[src/tsf_pkg.sv]
// Package: types, codes and reset constants shared by the telemetry source failover unit.
package tsf_pkg;

  localparam int CMD_W      = 3;
  localparam int REG_IDX_W  = 3;
  localparam int CFG_DATA_W = 16;
  localparam int IN_DATA_W  = 80;
  localparam int OUT_DATA_W = 64;

  localparam logic [7:0] DECAY_CLAMP_MS = 8'd200;

  localparam logic [1:0]  RST_SOURCE_PREF    = 2'd0;
  localparam logic [1:0]  RST_TRANSPORT_PREF = 2'd0;
  localparam logic [15:0] RST_ENGINE_START   = 16'd300;
  localparam logic [15:0] RST_IGN_TIMEOUT    = 16'd5000;
  localparam logic [15:0] RST_BUS_FRESH      = 16'd1200;
  localparam logic [15:0] RST_NET_FRESH      = 16'd2000;
  localparam logic [15:0] RST_HOLD           = 16'd500;
  localparam logic [7:0]  RST_DECAY          = 8'd20;

  localparam logic [1:0] SP_BUS_ONLY = 2'd1;
  localparam logic [1:0] SP_SIM_ONLY = 2'd2;
  localparam logic [1:0] TP_USB_ONLY = 2'd1;
  localparam logic [1:0] TP_NET_ONLY = 2'd2;

  typedef enum logic [CMD_W-1:0] {
    CMD_TICK       = 3'd0,
    CMD_BUS_SAMPLE = 3'd1,
    CMD_BUS_DISC   = 3'd2,
    CMD_USB_SAMPLE = 3'd3,
    CMD_NET_SAMPLE = 3'd4
  } tsf_cmd_t;

  typedef enum logic [1:0] {
    SRC_NONE = 2'd0,
    SRC_USB  = 2'd1,
    SRC_NET  = 2'd2,
    SRC_BUS  = 2'd3
  } tsf_source_t;

  typedef enum logic [REG_IDX_W-1:0] {
    REG_SOURCE_PREF    = 3'd0,
    REG_TRANSPORT_PREF = 3'd1,
    REG_ENGINE_START   = 3'd2,
    REG_IGN_TIMEOUT    = 3'd3,
    REG_BUS_FRESH      = 3'd4,
    REG_NET_FRESH      = 3'd5,
    REG_HOLD           = 3'd6,
    REG_DECAY          = 3'd7
  } tsf_reg_t;

  typedef struct packed {
    logic [1:0]  source_pref;
    logic [1:0]  transport_pref;
    logic [15:0] engine_start;
    logic [15:0] ign_timeout;
    logic [15:0] bus_fresh;
    logic [15:0] net_fresh;
    logic [15:0] hold;
    logic [7:0]  decay;
  } tsf_cfg_t;

  typedef struct packed {
    logic usb;
    logic net;
    logic bus;
    logic hold_ok;
  } tsf_fresh_t;

  typedef struct packed {
    logic [15:0] rpm;
    logic [15:0] max;
    logic [9:0]  speed;
    logic [3:0]  gear;
    logic [7:0]  thr;
    logic        pit;
    logic [31:0] time_ms;
  } tsf_sample_t;

  typedef struct packed {
    logic [15:0] rpm;
    logic [15:0] max;
    logic [9:0]  speed;
    logic [3:0]  gear;
    logic [7:0]  thr;
    logic        pit;
    logic        ign;
    logic        run;
    logic [31:0] sample_ms;
  } tsf_shown_t;

  // Packed MSB first, so source lands in the low bits of tdata.
  typedef struct packed {
    logic        switched;
    logic        run;
    logic        ign;
    logic        pit;
    logic [7:0]  thr;
    logic [3:0]  gear;
    logic [9:0]  speed;
    logic [15:0] max;
    logic [15:0] rpm;
    tsf_source_t source;
  } tsf_result_t;

endpackage

[src/tsf_select.sv]
// Source choice from preferences, freshness and the auto-transport hold window.
module tsf_select import tsf_pkg::*; (
  input  logic [1:0]  source_pref,
  input  logic [1:0]  transport_pref,
  input  tsf_fresh_t  fresh,
  input  tsf_source_t active_src,
  output tsf_source_t next_src
);

  logic        bus_only;
  logic        tr_auto;
  tsf_source_t sim;
  tsf_source_t pick;

  always_comb begin
    bus_only = (source_pref == SP_BUS_ONLY);
    tr_auto  = (transport_pref != TP_USB_ONLY) && (transport_pref != TP_NET_ONLY);
    sim      = SRC_NONE;
    if (!bus_only) begin
      priority if (transport_pref == TP_USB_ONLY) begin
        sim = fresh.usb ? SRC_USB : SRC_NONE;
      end else if (transport_pref == TP_NET_ONLY) begin
        sim = fresh.net ? SRC_NET : SRC_NONE;
      end else begin
        sim = fresh.usb ? SRC_USB : (fresh.net ? SRC_NET : SRC_NONE);
      end
    end

    priority if (bus_only) begin
      pick = fresh.bus ? SRC_BUS : SRC_NONE;
    end else if (source_pref == SP_SIM_ONLY) begin
      pick = sim;
    end else begin
      pick = (sim != SRC_NONE) ? sim : (fresh.bus ? SRC_BUS : SRC_NONE);
    end

    next_src = pick;
    if (!bus_only && tr_auto && pick == SRC_NONE && active_src != SRC_NONE && fresh.hold_ok) begin
      next_src = active_src;
    end
  end

endmodule

[src/telemetry_source_failover_unit.sv]
// Top level: telemetry source failover with input register, state update and result register.
// An item passes the input register and then the result register; it leaves the input register
// only when the result register is empty or its result is taken with out_tready.
// Throughput: one transaction per cycle while out_tready holds; the state update for an item
// is a single pass whose longest path is the 32-bit elapsed-time subtract, the 8x8 decay
// multiply and a 16-bit subtract. Reset (rst_n low, synchronous): all source and display state
// cleared, configuration registers return to their defaults, both pipeline stages empty.
module telemetry_source_failover_unit import tsf_pkg::*; (
  input  logic                  clk,
  input  logic                  rst_n,
  input  logic                  in_tvalid,
  output logic                  in_tready,
  // now_ms[31:0] rpm[47:32] speed_kmh[57:48] gear[61:58] throttle[69:62] pit_limiter[70]
  // usb_fresh[71] bus_connected[72], zero fill above
  input  logic [IN_DATA_W-1:0]  in_tdata,
  // command[2:0]
  input  logic [CMD_W-1:0]      in_tuser,
  output logic                  out_tvalid,
  input  logic                  out_tready,
  // source[1:0] out_rpm[17:2] out_max_rpm[33:18] out_speed[43:34] out_gear[47:44]
  // out_throttle[55:48] out_pit[56] ignition_on[57] engine_running[58] switched[59]
  output logic [OUT_DATA_W-1:0] out_tdata,
  input  logic                  cfg_we,
  input  logic [REG_IDX_W-1:0]  cfg_addr,
  input  logic [CFG_DATA_W-1:0] cfg_wdata
);

  tsf_cfg_t             cfg_r;
  logic                 s1_valid_r;
  logic [CMD_W-1:0]     s1_cmd_r;
  logic [IN_DATA_W-1:0] s1_data_r;
  logic                 out_valid_r;
  tsf_result_t          out_r;
  tsf_result_t          out_nxt;

  tsf_sample_t usb_r, net_r, bus_r;
  tsf_sample_t usb_nxt, net_nxt, bus_nxt;
  tsf_shown_t  shown_r, shown_nxt;
  tsf_source_t active_r, active_nxt;
  logic [31:0] last_r, last_nxt;

  logic        adv;
  logic [31:0] now;
  logic [15:0] rpm_in;
  logic [9:0]  speed_in;
  logic [3:0]  gear_in;
  logic [7:0]  thr_in;
  logic        pit_in;
  logic        usb_fresh_in;
  logic        bus_conn_in;

  tsf_fresh_t  fresh;
  tsf_source_t next_src;
  tsf_sample_t sel;
  tsf_sample_t act;
  tsf_shown_t  applied;
  tsf_shown_t  decayed;
  logic [31:0] dt;
  logic [7:0]  dt_clamp;
  logic [15:0] dec;
  logic        ign_expired;
  logic        sw;

  function automatic tsf_sample_t store(tsf_sample_t old, logic [15:0] r, logic [9:0] spd,
                                        logic [3:0] g, logic [7:0] th, logic p,
                                        logic [31:0] t);
    tsf_sample_t s;
    s.rpm     = r;
    s.max     = (r > old.max) ? r : old.max;
    s.speed   = spd;
    s.gear    = g;
    s.thr     = th;
    s.pit     = p;
    s.time_ms = t;
    return s;
  endfunction

  assign adv        = s1_valid_r && (!out_valid_r || out_tready);
  assign in_tready  = !s1_valid_r || adv;
  assign out_tvalid = out_valid_r;
  assign out_tdata  = {{(OUT_DATA_W - $bits(tsf_result_t)){1'b0}}, out_r};

  assign now          = s1_data_r[31:0];
  assign rpm_in       = s1_data_r[47:32];
  assign speed_in     = s1_data_r[57:48];
  assign gear_in      = s1_data_r[61:58];
  assign thr_in       = s1_data_r[69:62];
  assign pit_in       = s1_data_r[70];
  assign usb_fresh_in = s1_data_r[71];
  assign bus_conn_in  = s1_data_r[72];

  always_ff @(posedge clk) begin
    if (!rst_n) begin
      cfg_r.source_pref    <= RST_SOURCE_PREF;
      cfg_r.transport_pref <= RST_TRANSPORT_PREF;
      cfg_r.engine_start   <= RST_ENGINE_START;
      cfg_r.ign_timeout    <= RST_IGN_TIMEOUT;
      cfg_r.bus_fresh      <= RST_BUS_FRESH;
      cfg_r.net_fresh      <= RST_NET_FRESH;
      cfg_r.hold           <= RST_HOLD;
      cfg_r.decay          <= RST_DECAY;
    end else if (cfg_we) begin
      unique case (tsf_reg_t'(cfg_addr))
        REG_SOURCE_PREF:    cfg_r.source_pref    <= cfg_wdata[1:0];
        REG_TRANSPORT_PREF: cfg_r.transport_pref <= cfg_wdata[1:0];
        REG_ENGINE_START:   cfg_r.engine_start   <= cfg_wdata;
        REG_IGN_TIMEOUT:    cfg_r.ign_timeout    <= cfg_wdata;
        REG_BUS_FRESH:      cfg_r.bus_fresh      <= cfg_wdata;
        REG_NET_FRESH:      cfg_r.net_fresh      <= cfg_wdata;
        REG_HOLD:           cfg_r.hold           <= cfg_wdata;
        REG_DECAY:          cfg_r.decay          <= cfg_wdata[7:0];
        default: ;
      endcase
    end
  end

  // Freshness and hold window
  always_comb begin
    unique case (active_r)
      SRC_USB: act = usb_r;
      SRC_NET: act = net_r;
      SRC_BUS: act = bus_r;
      default: act = usb_r;
    endcase
    fresh.usb     = usb_fresh_in;
    fresh.net     = (net_r.time_ms != '0) &&
                    ((now - net_r.time_ms) <= {16'b0, cfg_r.net_fresh});
    fresh.bus     = bus_conn_in && (bus_r.time_ms != '0) &&
                    ((now - bus_r.time_ms) <= {16'b0, cfg_r.bus_fresh});
    fresh.hold_ok = (act.time_ms != '0) && ((now - act.time_ms) <= {16'b0, cfg_r.hold});
  end

  tsf_select u_select (
    .source_pref    (cfg_r.source_pref),
    .transport_pref (cfg_r.transport_pref),
    .fresh          (fresh),
    .active_src     (active_r),
    .next_src       (next_src)
  );

  // Display values for a chosen source; with none, rpm decay and cleared speed/gear/thr/pit
  always_comb begin
    unique case (next_src)
      SRC_USB: sel = usb_r;
      SRC_NET: sel = net_r;
      SRC_BUS: sel = bus_r;
      default: sel = usb_r;
    endcase
    applied.rpm       = sel.rpm;
    applied.max       = sel.max;
    applied.speed     = sel.speed;
    applied.gear      = sel.gear;
    applied.thr       = sel.thr;
    applied.pit       = sel.pit;
    applied.ign       = 1'b1;
    applied.run       = (sel.rpm > cfg_r.engine_start);
    applied.sample_ms = sel.time_ms;

    dt          = (last_r == '0) ? '0 : (now - last_r);
    dt_clamp    = (dt > {24'b0, DECAY_CLAMP_MS}) ? DECAY_CLAMP_MS : dt[7:0];
    dec         = {8'b0, cfg_r.decay} * {8'b0, dt_clamp};
    ign_expired = (shown_r.sample_ms != '0) &&
                  ((now - shown_r.sample_ms) > {16'b0, cfg_r.ign_timeout});

    decayed           = shown_r;
    decayed.rpm       = (dec >= shown_r.rpm) ? '0 : (shown_r.rpm - dec);
    decayed.speed     = '0;
    decayed.gear      = '0;
    decayed.thr       = '0;
    decayed.pit       = 1'b0;
    if (ign_expired) begin
      decayed.ign = 1'b0;
      decayed.run = 1'b0;
    end
  end

  // State update for the item in the input register
  always_comb begin
    usb_nxt    = usb_r;
    net_nxt    = net_r;
    bus_nxt    = bus_r;
    shown_nxt  = shown_r;
    active_nxt = active_r;
    last_nxt   = last_r;
    sw         = 1'b0;
    if (adv) begin
      unique case (s1_cmd_r)
        CMD_TICK: begin
          active_nxt = next_src;
          sw         = (next_src != active_r);
          last_nxt   = now;
          shown_nxt  = (next_src != SRC_NONE) ? applied : decayed;
        end
        CMD_BUS_SAMPLE: bus_nxt = store(bus_r, rpm_in, speed_in, gear_in, '0, 1'b0, now);
        CMD_BUS_DISC: begin
          bus_nxt.rpm   = '0;
          bus_nxt.speed = '0;
          bus_nxt.gear  = '0;
        end
        CMD_USB_SAMPLE: usb_nxt = store(usb_r, rpm_in, speed_in, gear_in, thr_in, pit_in, now);
        CMD_NET_SAMPLE: net_nxt = store(net_r, rpm_in, speed_in, gear_in, thr_in, pit_in, now);
        default: ;
      endcase
    end
    out_nxt.switched = sw;
    out_nxt.run      = shown_nxt.run;
    out_nxt.ign      = shown_nxt.ign;
    out_nxt.pit      = shown_nxt.pit;
    out_nxt.thr      = shown_nxt.thr;
    out_nxt.gear     = shown_nxt.gear;
    out_nxt.speed    = shown_nxt.speed;
    out_nxt.max      = shown_nxt.max;
    out_nxt.rpm      = shown_nxt.rpm;
    out_nxt.source   = active_nxt;
  end

  always_ff @(posedge clk) begin
    if (!rst_n) begin
      usb_r    <= '0;
      net_r    <= '0;
      bus_r    <= '0;
      shown_r  <= '0;
      active_r <= SRC_NONE;
      last_r   <= '0;
    end else begin
      usb_r    <= usb_nxt;
      net_r    <= net_nxt;
      bus_r    <= bus_nxt;
      shown_r  <= shown_nxt;
      active_r <= active_nxt;
      last_r   <= last_nxt;
    end
  end

  always_ff @(posedge clk) begin
    if (!rst_n) begin
      s1_valid_r  <= 1'b0;
      out_valid_r <= 1'b0;
    end else begin
      if (in_tvalid && in_tready) begin
        s1_valid_r <= 1'b1;
      end else if (adv) begin
        s1_valid_r <= 1'b0;
      end
      if (adv) begin
        out_valid_r <= 1'b1;
      end else if (out_tready) begin
        out_valid_r <= 1'b0;
      end
    end
  end

  always_ff @(posedge clk) begin
    if (in_tvalid && in_tready) begin
      s1_cmd_r  <= in_tuser;
      s1_data_r <= in_tdata;
    end
    if (adv) begin
      out_r <= out_nxt;
    end
  end

  a_src_implies_ign: assert property (@(posedge clk) disable iff (!rst_n)
    out_valid_r && out_r.source != SRC_NONE |-> out_r.ign)
    else $error("active source without ignition");

  a_run_implies_ign: assert property (@(posedge clk) disable iff (!rst_n)
    out_valid_r && out_r.run |-> out_r.ign)
    else $error("engine running without ignition");

  a_sample_keeps_src: assert property (@(posedge clk) disable iff (!rst_n)
    adv && s1_cmd_r != CMD_TICK |=> $stable(active_r))
    else $error("non-tick transaction changed active source");

  a_switch_only_tick: assert property (@(posedge clk) disable iff (!rst_n)
    adv && s1_cmd_r != CMD_TICK |=> !out_r.switched)
    else $error("switched flagged on non-tick transaction");

endmodule
[config.mk]
export PLATFORM = sky130hd
export DESIGN_NAME = telemetry_source_failover_unit
export DESIGN_NICKNAME = d
export VERILOG_FILES = /design/src/tsf_pkg.sv /design/src/tsf_select.sv /design/src/telemetry_source_failover_unit.sv
export SDC_FILE = /design/constraint.sdc
export NUM_CORES = 2
export LEC_CHECK = 0
export ABC_AREA = 1
export CORE_MARGIN = 2
export CORE_UTILIZATION = 35
export DETAILED_ROUTE_END_ITERATION = 10
export DONT_BUFFER_PORTS = 1
export GPL_TIMING_DRIVEN = 0
export RECOVER_POWER = 25
export SETUP_SLACK_MARGIN = 0.02
export SYNTH_ARGS = -nofsm -noshare
export SYNTH_HDL_FRONTEND = slang
export SYNTH_HIERARCHICAL = 1
export SYNTH_SLANG_ARGS = --single-unit
export TNS_END_PERCENT = 30
[constraint.sdc]
create_clock -name clk -period 7.9 [get_ports clk]
set_input_delay 1.58 -clock clk [delete_from_list [all_inputs] [get_ports clk]]
set_output_delay 1.58 -clock clk [all_outputs]
set_load 0.01 [all_outputs]
**Word level (Yosys, flattened, before mapping)**

Index checks and enable logic that the tools add are counted.

- Register bits after elaboration: 605
- Bits of input ports: 107
- Output and inout bits: 66
- Word-level logic and storage cells: 167

- Mux-type cells: 28
- $add $sub $neg: 6
- Magnitude comparators: 10
- Reduce and logical (&&, ||, !) cells: 48
- Multipliers: 1
- Equality and inequality tests: 22

Operators with widths:

| cell | number |
|---|---|
| $mux W89 | 3 |
| $pmux W87 S2 | 1 |
| $sub A32 B32 Y32 | 5 |
| $reduce_bool A32 Y1 | 4 |
| $le A32 B16 Y1 | 3 |
| $gt A16 B16 Y1 | 4 |
| $pmux W32 S2 | 1 |
| $gt A32 B16 Y1 | 1 |
| $gt A32 B8 Y1 const B | 1 |
| $logic_not A32 Y1 | 1 |
| $mux W32 | 1 |
| $pmux W16 S2 | 1 |
| $pmux W14 S2 | 1 |
| $mux W2 | 13 |
| $reduce_and A2 Y1 | 13 |
| $ge A16 B16 Y1 | 1 |
| $mul A8 B8 Y16 | 1 |
| $mux W16 | 1 |
| $sub A16 B16 Y16 | 1 |
| $eq A3 B3 Y1 const B | 5 |
| $eq A2 B2 Y1 const B | 6 |
| $eq A3 B2 Y1 const B | 4 |
| $logic_and A1 B1 Y1 | 12 |
| $reduce_and A3 Y1 | 4 |
| other kinds (12) | 27 |

**Depth between registers and ports, before layout**

- Depth in word-level cells: 23
- Mapped depth: 54
- Depth with buffers taken out: 54

**By module**

Netlist, hierarchy kept.

By module, submodules not included:

| module | cells an instance | times used | sequential area each (um^2) | area each (um^2) |
|---|---|---|---|---|
| telemetry_source_failover_unit | 5497 | 1 | 13472.9 | 39465.4 |
| tsf_select | 33 | 1 | 0.0 | 176.4 |

**Worst setup path after synthesis**

No wires, ideal clock.

- Path kind: flip-flop to flip-flop
- From: register s1_data_r[1]
- To: register out_r (netlist bit out_tdata[15]), data pin
- Path slack: 16 ps
- Arrival: 7754 ps
- Period minus slack after synthesis: 7884 ps
- Path buffers: 0
- Stages on the path, launching flop included: 47
- Data required time: 7770 ps
- Setup time: 130 ps
- Path through: edfxtp_1 -> inv_1 -> fa_1 -> inv_1 -> nand3_1 -> nand3_2 -> nand2_1 -> nand2_1 -> or2_1 -> nand3_1 -> nor2_1 -> inv_1 -> a21oi_4 -> nor2_8 -> o211ai_4 -> nand2_1 -> fa_1 -> fa_1 -> [11 not listed] -> o21bai_1 -> a21oi_1 -> nor2_1 -> nor2_1 -> xor2_1 -> ha_1 -> inv_1 -> nor3_1 -> inv_1 -> nor2_1 -> nand2_1 -> o2111ai_1 -> nand2_1 -> inv_1 -> nand2_1 -> o21ai_0 -> o21ai_0 -> inv_1

RTL lines:

| element | RTL line | source |
|---|---|---|
| start: declaration | telemetry_source_failover_unit.sv:31 | `logic [IN_DATA_W-1:0] s1_data_r;` |
| start signal: assignment | telemetry_source_failover_unit.sv:256 | `s1_data_r <= in_tdata;` |
| end signal: assignment | telemetry_source_failover_unit.sv:259 | `out_r <= out_nxt;` |
| end: declaration | telemetry_source_failover_unit.sv:33 | `tsf_result_t out_r;` |

==> metrics.cfg <==
[outcome]
status=finished, violations left
violations=capacitance limit, slew limit, setup timing

[cts]
cts_tree=done
path_clk_slew_ns=0.06
cts_hold_buf=0
numCtsBuffers=72
cts_buffer_depth=3
cts_root_buffer=clkbuf_16
htreeDepth=3
cts.sinks=605
worst_skew_pair.late_latency_ns=0.67

[place]
gp_congestion=1.006
post-place-ws_ns=-2.658
hpwl_mm=121.8
portBuffers=0
placed_cells=7035

[floorplan]
core_um2=112300
rows=123
initial_core_util_pct=35.29
ios=173
die_y_um=340.5
die_area_um2=116000
die_x_um=340.5

[logic_synthesis]
avgSynthCellArea_um2=7.168
synth_ff_type=dfxtp_1
synth-seq-cells=605
yosysSeqAreaShare_pct=33.99
yosysWarningCount=6
synth_edf_count=136
postSynth.asyncResetShare_pct=0
synthDistinctLibCells=66
netlist_area_um2=39640
synth_cells=5530

[critical_path]
startpoint_type=flop
crit_slowest_cell=fa_1
crit_type=reg2reg
critical_path.top_delay_family=adder cells
crit_required_ns=8.32
critPathArrivalTime_ns=8.84
cpMostUsedCell=inv_2
cp_max_fo=7
cp.buffers_inverters=13
slowest_delay_ns=0.52
end_kind=flop

[timing]
finalSetupTns_ns=-14.48
worst_pin_slew_ns=3.557
hold_viol=0
period_share_pct=106.6
slew_headroom_pct=-137.1
fin_hold_ws_ns=0.4636
fin_crit_ns=8.422
fmax_ghz=0.1187
drv_slew=100
fin_ws_ns=-0.5223
rsz0062_at_grt=true
skew_ns=0.03803
finalSetupViolations=32

[final_layout]
mostFrequentLayoutCell=nand2_1
layout_common_cells=nand2_1, inv_1, a21oi_1, nor2_1, o21ai_0
nets=6207
layoutNonFillerInstCount=7284
register_area_um2=13470
multi_input_area_um2=22960
fillCellCount=11719
syn2layout_area_growth_pct=15.57
final_layout_size_suffix_gt1_share_pct=8.567

[job]
max-cap-violations=2

[worst_hold_path]
hold_class=reg2reg

[global_routing]
grt_max_degree=57
grt_pass1_wl_mm=231.9
grt-ovfl-total=0
first_global_vias=36794
grt_usage_pct=26.47
antenna_found_initial=10

[drt]
vias=39249
wirelength_met1_mm=67.01
drt-total-wl_mm=158.4
routed.top_layer=met5
ant_nets=0
drt-vias-per-instance=5.388
wl_met2_mm=68.61
drtIter0Drc=3759
wire_per_inst_um=21.74
routed-wl-met3_mm=12.95
firstDrtPassIters=6
drc_errors=0

[power]
leakage_uw=0.01972
power-per-cell-area_nw_per_um2=183.8
total_power_uw=8422
vdd_drop_max_mv=0.1610

==> metrics by stage <==
step                      utilization, %  cell area (um2)
final                              40.78            45820
after global routing               40.78            45810
after CTS                          40.17            45130
after detailed placement           37.01            41580
after global placement             36.97            41530
after floorplan                        -            39650
==> cell usage after synthesis (all sizes together) (3+ instances only) <==
cell type  instances  area share, %
nor3              50           0.67
ha               337             11
xor2              73            1.6
fa                42            2.1
nor4              28           0.44
nand2           1060             10
o21bai            17           0.32
and3               4          0.063
a21o              16           0.30
clkinv             3          0.028
a21oi            603            7.7
a211oi             9           0.17
nand3            186            2.4
buf               21           0.28
inv              879            8.3
a22oi              3          0.057
o221ai            70            1.5
a31oi              5          0.079
a31o               3          0.066
or2               23           0.36
clkbuf           166            1.6
dfxtp            469             24
and2               9           0.14
nand3b            22           0.42
xnor2             29           0.64
a22o               9           0.20
nor2             533            5.2
o21a              13           0.25
o211ai            54            1.3
nand4             78            1.3
a21boi            12           0.24
o22ai             64            1.0
o21ai            489            6.2
edfxtp           136             10
o311ai             3          0.066
==> layout make-up <==
| type | instances | share of cell area (%) |
|---|---|---|
| multi-input cells | 3859 | 50.12 |
| flip-flops and latches | 605 | 29.41 |
| inverters | 882 | 7.275 |
| clock buffers | 93 | 4.200 |
| well taps | 1500 | 4.096 |
| repair buffers | 116 | 2.062 |
| plain buffers | 185 | 1.671 |
| clock inverters | 38 | 1.128 |
| diodes | 6 | 0.03277 |
==> flip-flops by register name (all words and copies together), names as in the netlist, 3 cells and up <==
name / cells
decayed: 48
net_r: 87
s1_data_r: 73
out_tdata: 60
last_r: 32
usb_r: 87
cfg_r: 92
s1_cmd_r: 3
bus_r: 78
shown_r: 41
==> cell families after synthesis <==
| logic type | Yosys count | synth area share, % |
|---|---|---|
| xor+xnor | 102 | 2.254 |
| compound gates | 1379 | 19.66 |
| fa+ha+maj | 379 | 12.76 |
| buf+inv | 1069 | 10.20 |
| flops | 605 | 33.99 |
| other cells | 1 | 0.009460 |
| simple gates | 1995 | 21.13 |
==> power breakdown <==
part           internal (uW)  switching, uW  leakage (uW)
registers               3260           79.2       0.00513
logic                    528           1060        0.0134
clock network           2040           1460       0.00117
total                   5820           2600        0.0197
==> metal layers <==
metal  track usage (%)  up-vias
met2             41.16     1659
met5                 0        -
met3             5.225      408
met4             13.87        6
met1             34.71    18404
li1                  -    18772
==> timing repair <==
item | 4_1_cts | 5_1_grt
pin swaps | 70 | 70
resized for setup | 137 | 115
hold endpoints to repair | 0 | 0
setup endpoints to repair | 149 | 130
setup buffers | 81 | 33
==> worst reg2reg max path: cells and delay by family (launching register included) <==
family	cells	cell delay [ns]
buf+inv	13	1.11
compound gates	7	0.91
flops	1	0.50
simple gates	23	2.22
fa+ha+maj	8	3.28
xor+xnor	1	0.16
==> worst paths after layout <==
check        depth (start not counted)                      end                   start  slack (ns)
max                                 52  out_tdata[13]$_DFFE_PP_  s1_data_r[0]$_DFFE_PP_       -0.52
max reg2reg                         52  out_tdata[13]$_DFFE_PP_  s1_data_r[0]$_DFFE_PP_       -0.52
min reg2reg                          2   cfg_r[19]$_SDFFE_PN0P_  cfg_r[19]$_SDFFE_PN0P_        0.46
min                                  2   cfg_r[19]$_SDFFE_PN0P_  cfg_r[19]$_SDFFE_PN0P_        0.46
Note: power is estimated with default switching activity, not from simulation.
